===== config.mk =====
export PLATFORM = sky130hd
export DESIGN_NAME = kdq_ctrl
export DESIGN_NICKNAME = d
export VERILOG_FILES = /design/src/rtl/core/kdq_pkg.sv /design/src/rtl/core/kdq_ctrl.sv
export SDC_FILE = /design/constraint.sdc
export NUM_CORES = 1
export LEC_CHECK = 0
export ABC_AREA = 0
export BUFFER_PORTS_ARGS = -buffer_cell sky130_fd_sc_hd__buf_4
export CORE_ASPECT_RATIO = 2
export CORE_MARGIN = 2
export CORE_UTILIZATION = 55
export DETAILED_ROUTE_END_ITERATION = 16
export GPL_TIMING_DRIVEN = 0
export PLACE_DENSITY = 0.81
export SLEW_MARGIN = 40
export SYNTH_ARGS = -nofsm -noshare
export SYNTH_HDL_FRONTEND = slang
export SYNTH_SLANG_ARGS = --single-unit

===== constraint.sdc =====
create_clock -name aclk -period 13.6 [get_ports aclk]
set_input_delay 2.72 -clock aclk [delete_from_list [all_inputs] [get_ports aclk]]
set_output_delay 2.72 -clock aclk [all_outputs]
set_load 0.05 [all_outputs]

===== src/rtl/core/kdq_pkg.sv =====
`default_nettype none

package kdq_pkg;

    // Opcodes carried in the low bits of s_tdata
    typedef enum logic [2:0] {
        OP_PUSH_BACK  = 3'd0,
        OP_PUSH_FRONT = 3'd1,
        OP_POP_BACK   = 3'd2,
        OP_POP_FRONT  = 3'd3,
        OP_DELETE_ID  = 3'd4,
        OP_FIND_ID    = 3'd5,
        OP_READ_BACK  = 3'd6
    } op_t;

    // Result status codes
    localparam logic [1:0] STAT_DONE = 2'd0;
    localparam logic [1:0] STAT_MISS = 2'd1;
    localparam logic [1:0] STAT_FULL = 2'd2;

    localparam int ID_BITS  = 16;
    localparam int LEN_BITS = 7;

    // What every cell of the chain does in a cycle
    typedef enum logic [2:0] {
        CMD_HOLD,
        CMD_LOAD_AT,   // cell at the current count takes the new entry
        CMD_SHR,       // take left neighbor (cell 0 takes the new entry)
        CMD_SHL,       // take right neighbor
        CMD_ROT        // take right neighbor, tail cell takes the front entry
    } cell_cmd_t;

    typedef enum logic {
        S_IDLE,
        S_SCAN
    } state_t;

    // Result bundle from the controller, payload travels beside it
    typedef struct packed {
        logic                valid;
        logic [1:0]          status;
        logic [ID_BITS-1:0]  id;
        logic [LEN_BITS-1:0] length;
    } res_t;

endpackage

`default_nettype wire


===== src/rtl/core/kdq_ctrl.sv =====
`default_nettype none

module kdq_ctrl
    import kdq_pkg::*;
#(
    parameter int DEPTH        = 64,
    parameter int PAYLOAD_BITS = 32
) (
    input  wire                           aclk,
    input  wire                           aresetn,
    input  wire                           in_valid,
    output logic                          in_ready,
    input  wire  [2:0]                    in_op,
    input  wire  [ID_BITS-1:0]            in_id,
    input  wire  [ID_BITS-1:0]            front_id,
    input  wire  [PAYLOAD_BITS-1:0]       front_pay,
    input  wire                           res_take,
    output cell_cmd_t                     cmd,
    output logic [$clog2(DEPTH+1)-1:0]    count,
    output res_t                          res,
    output logic [PAYLOAD_BITS-1:0]       res_pay
);

    localparam int CW = $clog2(DEPTH+1);

    state_t                  state_reg, state_next;
    logic [CW-1:0]           count_reg, count_next;
    logic [CW-1:0]           rem_reg,   rem_next;
    op_t                     op_reg,    op_next;
    logic [ID_BITS-1:0]      key_reg,   key_next;
    logic                    found_reg, found_next;
    logic [ID_BITS-1:0]      cap_id_reg,  cap_id_next;
    logic [PAYLOAD_BITS-1:0] cap_pay_reg, cap_pay_next;
    res_t                    res_reg,   res_next;
    logic [PAYLOAD_BITS-1:0] res_pay_reg, res_pay_next;

    op_t  op_in;
    logic accept, empty, full, match, last;

    assign op_in    = op_t'(in_op);
    assign in_ready = (state_reg == S_IDLE) && (!res_reg.valid || res_take);
    assign accept   = in_valid && in_ready;
    assign empty    = (count_reg == '0);
    assign full     = (count_reg == CW'(DEPTH));
    assign match    = (front_id == key_reg);
    assign last     = (rem_reg == CW'(1));

    // next state
    always_comb begin
        state_next = state_reg;
        case (state_reg)
            S_IDLE: begin
                if (accept && !empty &&
                    (op_in inside {OP_DELETE_ID, OP_FIND_ID, OP_READ_BACK})) begin
                    state_next = S_SCAN;
                end
            end
            S_SCAN: begin
                if (last) begin
                    state_next = S_IDLE;
                end
            end
            default: state_next = S_IDLE;
        endcase
    end

    // cell commands and datapath
    always_comb begin
        cmd          = CMD_HOLD;
        count_next   = count_reg;
        rem_next     = rem_reg;
        op_next      = op_reg;
        key_next     = key_reg;
        found_next   = found_reg;
        cap_id_next  = cap_id_reg;
        cap_pay_next = cap_pay_reg;
        res_next     = res_reg;
        res_pay_next = res_pay_reg;
        if (res_take) begin
            res_next.valid = 1'b0;
        end
        case (state_reg)
            S_IDLE: begin
                if (accept) begin
                    res_next.valid  = 1'b1;
                    res_next.status = STAT_DONE;
                    res_next.id     = '0;
                    res_pay_next    = '0;
                    case (op_in)
                        OP_PUSH_BACK, OP_PUSH_FRONT: begin
                            if (full) begin
                                res_next.status = STAT_FULL;
                            end else begin
                                // front push into an empty chain lands in cell 0 too
                                cmd        = (op_in == OP_PUSH_BACK) ? CMD_LOAD_AT : CMD_SHR;
                                count_next = count_reg + CW'(1);
                            end
                        end
                        OP_POP_BACK: begin
                            if (empty) begin
                                res_next.status = STAT_MISS;
                            end else begin
                                count_next = count_reg - CW'(1);
                            end
                        end
                        OP_POP_FRONT: begin
                            if (empty) begin
                                res_next.status = STAT_MISS;
                            end else begin
                                cmd        = CMD_SHL;
                                count_next = count_reg - CW'(1);
                            end
                        end
                        OP_DELETE_ID, OP_FIND_ID, OP_READ_BACK: begin
                            if (empty) begin
                                res_next.status = STAT_MISS;
                            end else begin
                                // result posted at the end of the scan
                                res_next.valid = 1'b0;
                                rem_next       = count_reg;
                                op_next        = op_in;
                                key_next       = in_id;
                                found_next     = 1'b0;
                                cap_id_next    = '0;
                                cap_pay_next   = '0;
                            end
                        end
                        default: begin
                        end
                    endcase
                    res_next.length = LEN_BITS'(count_next);
                end
            end
            S_SCAN: begin
                // front entry leaves; it is dropped on the first delete hit,
                // otherwise it re-enters at the tail
                if (op_reg == OP_DELETE_ID && !found_reg && match) begin
                    cmd        = CMD_SHL;
                    count_next = count_reg - CW'(1);
                    found_next = 1'b1;
                end else begin
                    cmd = CMD_ROT;
                    if ((op_reg == OP_FIND_ID && !found_reg && match) ||
                        (op_reg == OP_READ_BACK && last)) begin
                        cap_id_next  = front_id;
                        cap_pay_next = front_pay;
                        found_next   = 1'b1;
                    end
                end
                rem_next = rem_reg - CW'(1);
                if (last) begin
                    res_next.valid  = 1'b1;
                    res_next.status = found_next ? STAT_DONE : STAT_MISS;
                    res_next.id     = cap_id_next;
                    res_next.length = LEN_BITS'(count_next);
                    res_pay_next    = cap_pay_next;
                end
            end
            default: begin
            end
        endcase
    end

    always_ff @(posedge aclk) begin
        if (!aresetn) begin
            state_reg <= S_IDLE;
            count_reg <= '0;
            res_reg   <= '0;
        end else begin
            state_reg <= state_next;
            count_reg <= count_next;
            res_reg   <= res_next;
        end
    end

    always_ff @(posedge aclk) begin
        rem_reg        <= rem_next;
        op_reg         <= op_next;
        key_reg        <= key_next;
        found_reg      <= found_next;
        cap_id_reg     <= cap_id_next;
        cap_pay_reg    <= cap_pay_next;
        res_pay_reg    <= res_pay_next;
    end

    assign count   = count_reg;
    assign res     = res_reg;
    assign res_pay = res_pay_reg;

endmodule

`default_nettype wire


==> results_tabular.tex <==
\begin{tabular}{lr}
\hline
Metric & Value \\
\hline
\multicolumn{2}{l}{\textbf{Route}} \\
Via count of the routed design & 4756 \\
Drt via density & 5.689 \\
Iteration count of the initial detailed-routing pass & 7 \\
Routed wire length per instance & 21.17 microns \\
Final wirelength & 17700 microns \\
Initial DRC Count & 409 \\
Post-detailed-route DRC marker count & 0 \\
Count of nets left with antenna violations after detail routing & 0 \\
\multicolumn{2}{l}{\textbf{Critical path}} \\
Number of buffer and inverter stages on the critical path & 3 \\
Largest fanout on the critical path & 10 \\
CP Class & input pin to output pin \\
Worst Path Required & 10.88 ns \\
Cell-by-cell listing of the critical path & buf\_4 > xor2\_1 > nor4\_1 > nand4\_2 > or3\_1 > clkbuf\_1 > and2\_1 > buf\_4 \\
Cell count of the worst reg-to-reg path & 7 \\
Worst path max stage delay & 0.61 ns \\
Startpoint type of the worst setup path & input pin \\
Instance count on the critical path & 8 \\
Largest delay contributor family on the critical path & simple AND/OR/NAND/NOR gates \\
Worst Path Arrival & 5.21 ns \\
Worst setup EP type & output pin \\
Cell type with the highest occurrence count on the critical path & buf\_4 \\
CP max stage cell & nor4\_1 \\
\multicolumn{2}{l}{\textbf{Timing}} \\
Max-slew headroom at the worst pin & 0.4033 \\
Crit path setup slack, layout & 5.667 ns \\
Fin. Hold Viols & 0 \\
Maximum achievable frequency & 126.1 MHz \\
Setup repair after global routing missed its margin & false \\
Final setup violation count & 0 \\
Aggregate negative setup slack & 0 ns \\
Final-report max-slew violation count & 0 \\
Post-layout minimum cycle time & 7.933 ns \\
Worst clock skew & 0.01220 ns \\
Transition time at the pin with the least slew margin & 0.8891 ns \\
Fraction of the cycle the final worst path needs & 0.5833 \\
\multicolumn{2}{l}{\textbf{Final layout}} \\
Commonest non-fill, non-tap cell in the layout & buf\_4 \\
Number of fill cells in the layout & 764 \\
Final net count & 758 \\
Fraction of layout instances using a drive strength above 1 & 0.2687 \\
Diodes inserted & 0 \\
Layout Area Growth over Synthesis & 30.36\% \\
Highest-count cells in the layout ignoring fill and taps & 138 x buf\_4, 107 x edfxtp\_1, 72 x nor2\_1, 49 x mux2i\_1, 34 x dfxtp\_1 \\
Layout Utilization & 0.7393 \\
\multicolumn{2}{l}{\textbf{Power}} \\
Pwr Density & 135.6 nW/um\^{}2 \\
Peak supply drop & 0.1157 mV \\
Leakage power of the design & 3.020 nW \\
\multicolumn{2}{l}{\textbf{Placement}} \\
Setup Slack @ Placement & 5.597 ns \\
Global placement routability congestion & 1.036 \\
Buffers added on ports & 138 \\
Dpl hpwl & 12980 microns \\
\multicolumn{2}{l}{\textbf{Global routing}} \\
Overall Global Routing Usage & 0.2989 \\
Pin count of the biggest net entering global routing & 33 \\
Initial antenna violation count & 0 \\
Overflow after GRT & 0 \\
Number of global-route vias before repair & 4889 \\
Global-route wire length before repair & 26640 microns \\
\multicolumn{2}{l}{\textbf{Floorplan}} \\
Number of placement rows & 54 \\
Chip Width & 79.12 microns \\
Starting density of the core & 0.5671 \\
Die outline area & 12200 sq um \\
IO Pins & 140 \\
Chip height & 154.2 microns \\
Core footprint & 10950 sq um \\
\multicolumn{2}{l}{\textbf{Yosys}} \\
Post-synth top area share & 0.5176 \\
Synth top area cells & edfxtp\_1 52\%, dfxtp\_1 11\%, mux2i\_1 7.9\%, nor2\_1 4.5\%, xor2\_1 2.3\% \\
Synth area leader & edfxtp\_1 \\
Sequential element share of the synthesized area & 0.6273 \\
Total nets after synthesis & 598 \\
Async S/R FF share, synth & 0 \\
Number of instances in the synthesized netlist & 523 \\
Cell area after synthesis & 6207 sq um \\
Ys flop type & edfxtp\_1 \\
Synthesis warning total & 0 \\
\#FFs+latches synth & 141 \\
EDFF count, synth & 107 \\
Synthesized area per cell & 11.87 sq um \\
Count of distinct cell types in the synthesized netlist & 50 \\
\multicolumn{2}{l}{\textbf{Clock network}} \\
Number of buffers created by CTS & 17 \\
Total setup buffers inserted after CTS & 0 \\
Master cell of the clock root buffer & clkbuf\_16 \\
Post-CTS Hold Buffers & 0 \\
Clock Path Buffers & 2 \\
Post-cts repair resize count & 0 \\
CTS Sinks & 141 \\
H-tree Lvls & 4 \\
Clock slew seen by the registers of the worst setup and hold paths & 0.06 ns \\
Clock latency reported for the late side of the worst-skew pair & 0.42 ns \\
CTS tree & built \\
\multicolumn{2}{l}{\textbf{Min path}} \\
Classification of the worst-slack hold path & flop to flop \\
WHS Path Cells & 2 \\
\multicolumn{2}{l}{\textbf{Run status}} \\
Result of the run & finished, final reports clean \\
\multicolumn{2}{l}{\textbf{Flow run}} \\
Max cap viols & 0 \\
\hline
\end{tabular}
[Yosys cell counts, drive strengths merged (5+ instances only)]
master,n
a21oi,24
and3,6
buf,5
clkbuf,29
dfxtp,34
edfxtp,107
inv,11
mux2i,49
nand2,33
nand3,7
nor2,74
nor3,8
nor4,11
o21ai,23
o22ai,7
or3,9
xnor2,15
xor2,16
[report_power, final]
group          internal (mW)  total (mW)  switching (mW)  leakage (nW)
logic                 0.0509       0.155           0.104          1.44
clock network          0.267       0.445           0.178         0.287
registers              0.489       0.497         0.00846          1.29
[cell type report]
type | count | area (sq um) | area share
tap | 140 | 175.2 | 0.02165
timing repair buffer | 141 | 1094 | 0.1351
clock buffer | 22 | 508.0 | 0.06278
clock inverter | 10 | 75.07 | 0.009278
inverter | 11 | 41.29 | 0.005103
buffer | 34 | 133.9 | 0.01655
sequential | 141 | 3894 | 0.4812
multi-input combinational | 337 | 2171 | 0.2683
[logic make-up (layout without fill, tap and decap cells)]
group,after synthesis,after routing,share of synthesized area
multiplexers,50,50,0.08083
XOR/XNOR,31,31,0.04374
buffers and inverters,45,218,0.02822
AND/OR/NAND/NOR,168,168,0.1274
AO/OA/AOI/OAI,84,84,0.08446
flip-flops,141,141,0.6273
adder cells (fa/ha/maj),4,4,0.008063
[worst paths after layout]
| path | from | end | slack [ns] |
|---|---|---|---|
| min | res[20] | res[20] | 0.46 |
| min reg2reg | res[20] | res[20] | 0.46 |
| max reg2reg | key_reg[13] | cap_id_reg[14] | 10.45 |
| max | front_id[13] | cmd[2] | 5.67 |
[metrics by stage]
stage               std cells  hold slack, ns  cell area (sq um)  power [mW]
floorplan                 523          0.5006               6207      0.5972
global placement          801          0.4388               7418      0.6540
detailed placement        804          0.4467               7508      0.6591
CTS                       836          0.4603               8092       1.100
global route              836          0.4825               8092       1.128
finish                    836          0.4612               8092       1.097
[per-layer routing]
metal / track usage / wire (microns)
met3: 0.05484 / 882
met5: 0 / 0
met4: 0.1946 / 1077
met2: 0.5626 / 10000
met1: 0.2830 / 5740
[worst min-delay path, delay by kind of cell, from the launching register on]
family / cells / cell delay, ns
flip-flops: 1 / 0.32
AND/OR/NAND/NOR: 1 / 0.05
AO/OA/AOI/OAI: 1 / 0.06
Note: power is estimated with default switching activity, not from simulation.
