$ cat config.mk
export PLATFORM = sky130hd
export DESIGN_NAME = kdq_cell
export DESIGN_NICKNAME = d
export VERILOG_FILES = /design/src/rtl/core/kdq_pkg.sv /design/src/rtl/core/kdq_cell.sv
export SDC_FILE = /design/constraint.sdc
export NUM_CORES = 1
export LEC_CHECK = 0
export BUFFER_PORTS_ARGS = -buffer_cell sky130_fd_sc_hd__buf_2
export CELL_PAD_IN_SITES_DETAIL_PLACEMENT = 0
export CELL_PAD_IN_SITES_GLOBAL_PLACEMENT = 1
export CORE_MARGIN = 4
export CORE_UTILIZATION = 29
export CTS_BUF_LIST = sky130_fd_sc_hd__clkbuf_4
export DETAILED_ROUTE_END_ITERATION = 10
export GPL_ROUTABILITY_DRIVEN = 0
export PLACE_DENSITY = 0.84
export SLEW_MARGIN = 20
export SYNTH_ARGS = -nofsm -noshare
export SYNTH_HDL_FRONTEND = slang
export SYNTH_SLANG_ARGS = --single-unit
$ cat constraint.sdc
create_clock -name aclk -period 13.1 [get_ports aclk]
set_input_delay 0.655 -clock aclk [delete_from_list [all_inputs] [get_ports aclk]]
set_output_delay 0.655 -clock aclk [all_outputs]
set_load 0.005 [all_outputs]
$ cat src/rtl/core/kdq_pkg.sv
`default_nettype none

package kdq_pkg;

    // Opcodes carried in the low bits of s_tdata
    typedef enum logic [2:0] {
        OP_PUSH_BACK  = 3'd0,
        OP_PUSH_FRONT = 3'd1,
        OP_POP_BACK   = 3'd2,
        OP_POP_FRONT  = 3'd3,
        OP_DELETE_ID  = 3'd4,
        OP_FIND_ID    = 3'd5,
        OP_READ_BACK  = 3'd6
    } op_t;

    // Result status codes
    localparam logic [1:0] STAT_DONE = 2'd0;
    localparam logic [1:0] STAT_MISS = 2'd1;
    localparam logic [1:0] STAT_FULL = 2'd2;

    localparam int ID_BITS  = 16;
    localparam int LEN_BITS = 7;

    // What every cell of the chain does in a cycle
    typedef enum logic [2:0] {
        CMD_HOLD,
        CMD_LOAD_AT,   // cell at the current count takes the new entry
        CMD_SHR,       // take left neighbor (cell 0 takes the new entry)
        CMD_SHL,       // take right neighbor
        CMD_ROT        // take right neighbor, tail cell takes the front entry
    } cell_cmd_t;

    typedef enum logic {
        S_IDLE,
        S_SCAN
    } state_t;

    // Result bundle from the controller, payload travels beside it
    typedef struct packed {
        logic                valid;
        logic [1:0]          status;
        logic [ID_BITS-1:0]  id;
        logic [LEN_BITS-1:0] length;
    } res_t;

endpackage

`default_nettype wire

$ cat src/rtl/core/kdq_cell.sv
`default_nettype none

module kdq_cell
    import kdq_pkg::*;
#(
    parameter int DEPTH        = 64,
    parameter int PAYLOAD_BITS = 32,
    parameter int INDEX        = 0
) (
    input  wire                           aclk,
    input  var cell_cmd_t                 cmd,
    input  wire  [$clog2(DEPTH+1)-1:0]    count,
    input  wire  [ID_BITS-1:0]            in_id,
    input  wire  [PAYLOAD_BITS-1:0]       in_pay,
    input  wire  [ID_BITS-1:0]            left_id,
    input  wire  [PAYLOAD_BITS-1:0]       left_pay,
    input  wire  [ID_BITS-1:0]            right_id,
    input  wire  [PAYLOAD_BITS-1:0]       right_pay,
    input  wire  [ID_BITS-1:0]            front_id,
    input  wire  [PAYLOAD_BITS-1:0]       front_pay,
    output logic [ID_BITS-1:0]            q_id,
    output logic [PAYLOAD_BITS-1:0]       q_pay
);

    localparam int CW = $clog2(DEPTH+1);

    logic [ID_BITS-1:0]      id_reg,  id_next;
    logic [PAYLOAD_BITS-1:0] pay_reg, pay_next;
    logic                    at_count, at_tail;

    assign at_count = (count == CW'(INDEX));
    assign at_tail  = (count == CW'(INDEX + 1));

    always_comb begin
        id_next  = id_reg;
        pay_next = pay_reg;
        case (cmd)
            CMD_LOAD_AT: begin
                if (at_count) begin
                    id_next  = in_id;
                    pay_next = in_pay;
                end
            end
            CMD_SHR: begin
                id_next  = left_id;
                pay_next = left_pay;
            end
            CMD_SHL: begin
                id_next  = right_id;
                pay_next = right_pay;
            end
            CMD_ROT: begin
                if (at_tail) begin
                    id_next  = front_id;
                    pay_next = front_pay;
                end else begin
                    id_next  = right_id;
                    pay_next = right_pay;
                end
            end
            default: begin
            end
        endcase
    end

    always_ff @(posedge aclk) begin
        id_reg  <= id_next;
        pay_reg <= pay_next;
    end

    assign q_id  = id_reg;
    assign q_pay = pay_reg;

endmodule

`default_nettype wire

==> metrics.txt, run 1 <==
status=complete, no violations; Reg clk slew, reported paths=~0.16 ns; Sink Count=48; WL per Instance=17.1 microns; Synthesized Nets=590; Hold Vio Cnt, Final=0; final wirelength=12900 microns; area of the die=12800 sq um; Fill cells=1124; Synth Cell Area=3210 sq um; Yosys reg bits=48; Synth top cells by count=nand2_1 (49), nor2_1 (49), edfxtp_1 (48); EDFF count, synth=48; DR vias/cell=5.15; Tcrit/Tclk final=0.246; CP bufs+invs=3; post-route DRC violation count=0; Crit Path Class=input port to register; die height=113 microns; area occupied by multi-input gates=between 1500 and 2000 sq um; GR Overflow Total=0; Post-CTS Setup Inserts=0; port buffer count=between 200 and 300; Worst Tran Pin Value=1.02 ns; Worst path top cell family by delay=compound AO/OA/AOI/OAI gates; syn avg cell area=8.31 sq um; site row count=38; Synth Flop Type=edfxtp_1; Synth cell types=26; TritonCTS buffer count=5; area leader, netlist=edfxtp_1; Crit. End Element=register; max-slew violations=0; initial antenna violation count=1; Iter 0 DRT Violations=215; WP data required=13.33 ns; TNS Setup=0 ns; final cell count without fillers=754; Leak=approximately 0.002 uW; Critical-path top delay cell=or3b_2; router iterations before antenna repair=5; first-pass GRT wire length=19600 microns; Die W=113 microns; Min Clock Period, post-route=3.22 ns; post-route ant nets=0; final setup vio count=0; RSZ-0062 raised after global routing=false; starting density of the core=0.297; Synth-to-Final Area Change=45.0%; CTS max path bufs=2; Placed Cells incl. Taps=743; CP cell instances=buf_2, buf_4, or3b_2, a31oi_4, buf_4, a2bb2oi_1, a21oi_1; largest net degree at the start of global routing=53; Placeable Area=about 11000 sq um; Yosys top cell area share=0.448; fraction of registers with async set or reset after synthesis=0; Reg area=1440 sq um; Synth area leaders=edfxtp_1 (45%), a2bb2oi_1 (13%), a21oi_1 (7.2%); post-synthesis sequential area ratio=0.448; Pwr Density=85.1 nW/um^2; crit start category=input port; H-Tree Depth=2; Max-Cap Viols=0; nets=815; Slew Limit Headroom=0.319; worst min path class=input port to register; vias in the first global route=3905; CTS tree=yes; Max FO, Critical Path=52; IO Count=251; share of cells above drive strength 1=0.440; crit path DAT=3.45 ns; DR vias=about 3900; Syn. warnings=0; Root Buffer=clkbuf_4; max incr delay on CP=0.95 ns; Hold-fix buffers, CTS=0; gr usage total=0.191; most used cell, CP=buf_4; PostCTS Resize Cnt=0; fmax=311 MHz; Post-Syn Instances=387; VDD IR-drop max=0.0000362 V; Final HPWL DP=9290 microns
==> final cells by class <==
| class | count | share of cell area |
|---|---|---|
| Clock buffer | 6 | 0.00967 |
| Tap cell | 140 | 0.0376 |
| Clock inverter | 2 | 0.00752 |
| Antenna cell | 1 | 0.000537 |
| Timing Repair Buffer | 256 | 0.287 |
| Multi-Input combinational cell | 300 | 0.348 |
| Sequential cell | 48 | 0.309 |
| Inverter | 1 | 0.000806 |
==> metal layers <==
layer	global-route usage	vias to the layer above	wire (microns)
met1	0.226	1785	4810
li1	-	1876	-
met5	0	-	0
met2	0.351	207	6700
met3	0.0401	13	1150
met4	0.0489	0	200
==> where the power goes <==
group	leakage, uW	internal, uW	switching (uW)
Clock	0.0000457	42.2	51.6
Combinational	0.00152	52.2	54.9
Sequential	0.000460	191	4.45
==> cells in the final DEF, fill, tap and decap left out, drive strengths merged <==
cell type | Yosys | routed
nand2 | 49 | 49
a21oi | 46 | 46
and4bb | 1 | 1
clkinv | 0 | 1
nor3 | 46 | 46
nand3b | 1 | 1
bufinv | 0 | 1
clkbuf | 28 | 6
o22ai | 1 | 1
or3b | 1 | 1
o21a | 1 | 1
a41oi | 1 | 1
o21ai | 49 | 49
nand3 | 1 | 1
a31oi | 2 | 2
edfxtp | 48 | 48
nor2 | 49 | 49
inv | 1 | 1
nor4 | 1 | 1
nand2b | 3 | 3
diode | 0 | 1
o31a | 1 | 1
buf | 10 | 256
a2bb2oi | 46 | 46
mux2i | 1 | 1
==> final timing paths <==
check                      from                   to  slack, ns  depth (start not counted)
worst min-delay path  in_id[10]   q_id[10]$_DFFE_PP_       0.59                          3
worst max-delay path     cmd[0]  q_pay[10]$_DFFE_PP_       9.88                          7
==> logic make-up (layout without fill, tap and decap cells) <==
logic type,after synthesis,after routing,synth area share
other,0,1,0
AO/OA/AOI/OAI,147,147,0.287
flip-flops,48,48,0.448
multiplexers,1,1,0.00311
buffers and inverters,39,265,0.0572
AND/OR/NAND/NOR,152,152,0.204
==> stage by stage <==
stage          power, uW  worst slack, ns  hold slack [ns]  instance area, sq um  utilization
2_1_floorplan        244             7.61            0.885                  3210            -
3_3_place_gp         303             9.48            0.970                  4520        0.417
3_5_place_dp         306             9.41            0.982                  4520        0.417
4_1_cts              399             9.82            0.558                  4600        0.425
5_1_grt              419             9.63            0.559                  4660        0.430
6_report             396             9.88            0.585                  4660        0.430
==> flip-flops by register name, indices dropped and copies added, names as in the netlist <==
| name | cells |
|---|---|
| q_pay | 32 |
| q_id | 16 |
(Power assumes the default switching activity.)
==> inputs of run 2 (changes only) <==
--- a/config.mk
+++ b/config.mk
@@ -9,11 +9,11 @@
 export CELL_PAD_IN_SITES_DETAIL_PLACEMENT = 0
 export CELL_PAD_IN_SITES_GLOBAL_PLACEMENT = 1
 export CORE_MARGIN = 4
-export CORE_UTILIZATION = 29
+export CORE_UTILIZATION = 25
 export CTS_BUF_LIST = sky130_fd_sc_hd__clkbuf_4
 export DETAILED_ROUTE_END_ITERATION = 10
 export GPL_ROUTABILITY_DRIVEN = 0
-export PLACE_DENSITY = 0.84
+export PLACE_DENSITY = 0.77
 export SLEW_MARGIN = 20
 export SYNTH_ARGS = -nofsm -noshare
 export SYNTH_HDL_FRONTEND = slang
==> constraint.sdc (replaced) <==
create_clock -name aclk -period 2.6 [get_ports aclk]
set_input_delay 0.13 -clock aclk [delete_from_list [all_inputs] [get_ports aclk]]
set_output_delay 0.13 -clock aclk [all_outputs]
set_load 0.005 [all_outputs]
==> run 2 against run 1 <==
Compared with the run above:
- first-iteration DRC count fell by 25%
- hold slack got worse by 0.49 ns
- die area rose by 15%
- core utilization fell by 5.5 points
- critical endpoint is now q_pay[20]$_DFFE_PP_
==> metrics.txt, run 2 (same netlist as run 1, synthesis figures left out) <==
final worst slack=0.901 ns; WP data required=2.66 ns; starting density of the core=0.255; status=complete, no violations; Final HPWL DP=9740 microns; nets=around 820; fmax=589 MHz; VDD IR-drop max=0.000149 V; Slew Limit Headroom=0.522; commonest non-fill, non-tap cell in the layout=buf_2; Max FO, Critical Path=29; final cell count without fillers=791; gr usage total=0.164; hold wc startpoint=in_id[13]; most frequent cells in the layout=buf_2 (250), nor2_1 (49), nand2_1 (48), edfxtp_1 (48); Reg clk slew, reported paths=between 0.1 and 0.15 ns; crit start category=input port; TritonCTS buffer count=5; TNS Setup=0 ns; GR Overflow Total=0; DR vias=3933; port buffer count=250; Leak=0.00204 uW; WL per Instance=16.8 microns; RSZ-0062 raised after global routing=false; final wirelength=13300 microns; DR vias/cell=4.97; Hold EP=q_id[13]$_DFFE_PP_; worst min path class=input port to register; number of flip-flops in the largest register=32; Sink Count=48; Iter 0 DRT Violations=162; Max-Cap Viols=0; die height=121 microns; CTS tree=yes; Pwr Density=401 nW/um^2; Tcrit/Tclk final=0.653; Worst Tran Pin Value=0.715 ns; CTS max path bufs=2; vias in the first global route=3854; post-route ant nets=0; Die W=121 microns; final setup vio count=0; Placeable Area=12600 sq um; Placed Cells incl. Taps=783; Synth-to-Final Area Change=47.1%; largest net degree at the start of global routing=49; DP Worst Slack=around 0.50 ns; Post-CTS Setup Inserts=0; worst hold stages=3; Root Buffer=clkbuf_4; post-route DRC violation count=0; ANT cells=0; crit path DAT=between 1.5 and 2 ns; PostCTS Resize Cnt=0; site row count=around 40; area of the die=between 10000 and 15000 sq um; Hold Vio Cnt, Final=0; max-slew violations=0; Hold-fix buffers, CTS=0; router iterations before antenna repair=4; IO Count=251; share of cells above drive strength 1=0.444; initial antenna violation count=0; Crit Path Class=input port to register; Crit. End Element=register; H-Tree Depth=2; Min Clock Period, post-route=1.70 ns; first-pass GRT wire length=19200 microns
run 2: changes by cell type in the layout (fill, tap and decap cells not counted), sizes merged:
cell / delta
buf: +6
bufinv: -1
clkbuf: +1
diode: -1
run 2: area by class of cell:
| cell class | count | area, sq um |
|---|---|---|
| fill | 1361 | 7890 |
| multi-input combinational | 300 | 1620 |
| sequential | 48 | 1440 |
| timing repair buffer | 262 | 1390 |
| tap | 172 | 215 |
| clock buffer | 7 | 52.6 |
| clock inverter | 1 | 3.75 |
| inverter | 1 | 3.75 |
run 2: worst max-delay path by stage:
stage,start,end,cells past startpoint
after floorplan,cmd[0],q_id[0]$_DFFE_PP_,5
after global placement,count[3],q_id[1]$_DFFE_PP_,6
after detailed placement,count[3],q_pay[1]$_DFFE_PP_,6
after CTS,count[3],q_pay[20]$_DFFE_PP_,6
after global routing,count[1],q_pay[20]$_DFFE_PP_,6
final,count[1],q_pay[20]$_DFFE_PP_,6
run 2: worst max-delay path, cell delays in order:
cell,delay [ns]
buf_2,0.09
nor4_1,0.27
buf_4,0.19
a41oi_1,0.16
o21ai_4,0.61
buf_12,0.29
run 2: power breakdown:
part           total (uW)  switching (uW)  internal [uW]
registers             987            24.9            963
clock network         356             231            126
logic                 554             283            271
run 2: routing by layer:
| layer | routed length [microns] | global-route usage |
|---|---|---|
| met1 | 5160 | 0.193 |
| met2 | 6590 | 0.299 |
| met3 | 1300 | 0.0354 |
| met4 | 206 | 0.0420 |
| met5 | 0 | 0 |
run 2: through the flow:
step / hold slack (ns) / area [sq um] / utilization / power, uW
2_1_floorplan: 0.360 / 3230 / - / 1230
3_3_place_gp: 0.462 / 4670 / 0.370 / 1560
3_5_place_dp: 0.458 / 4670 / 0.370 / 1560
4_1_cts: 0.0801 / 4730 / 0.375 / 1920
5_1_grt: 0.0790 / 4730 / 0.375 / 2020
6_report: 0.0978 / 4730 / 0.375 / 1900
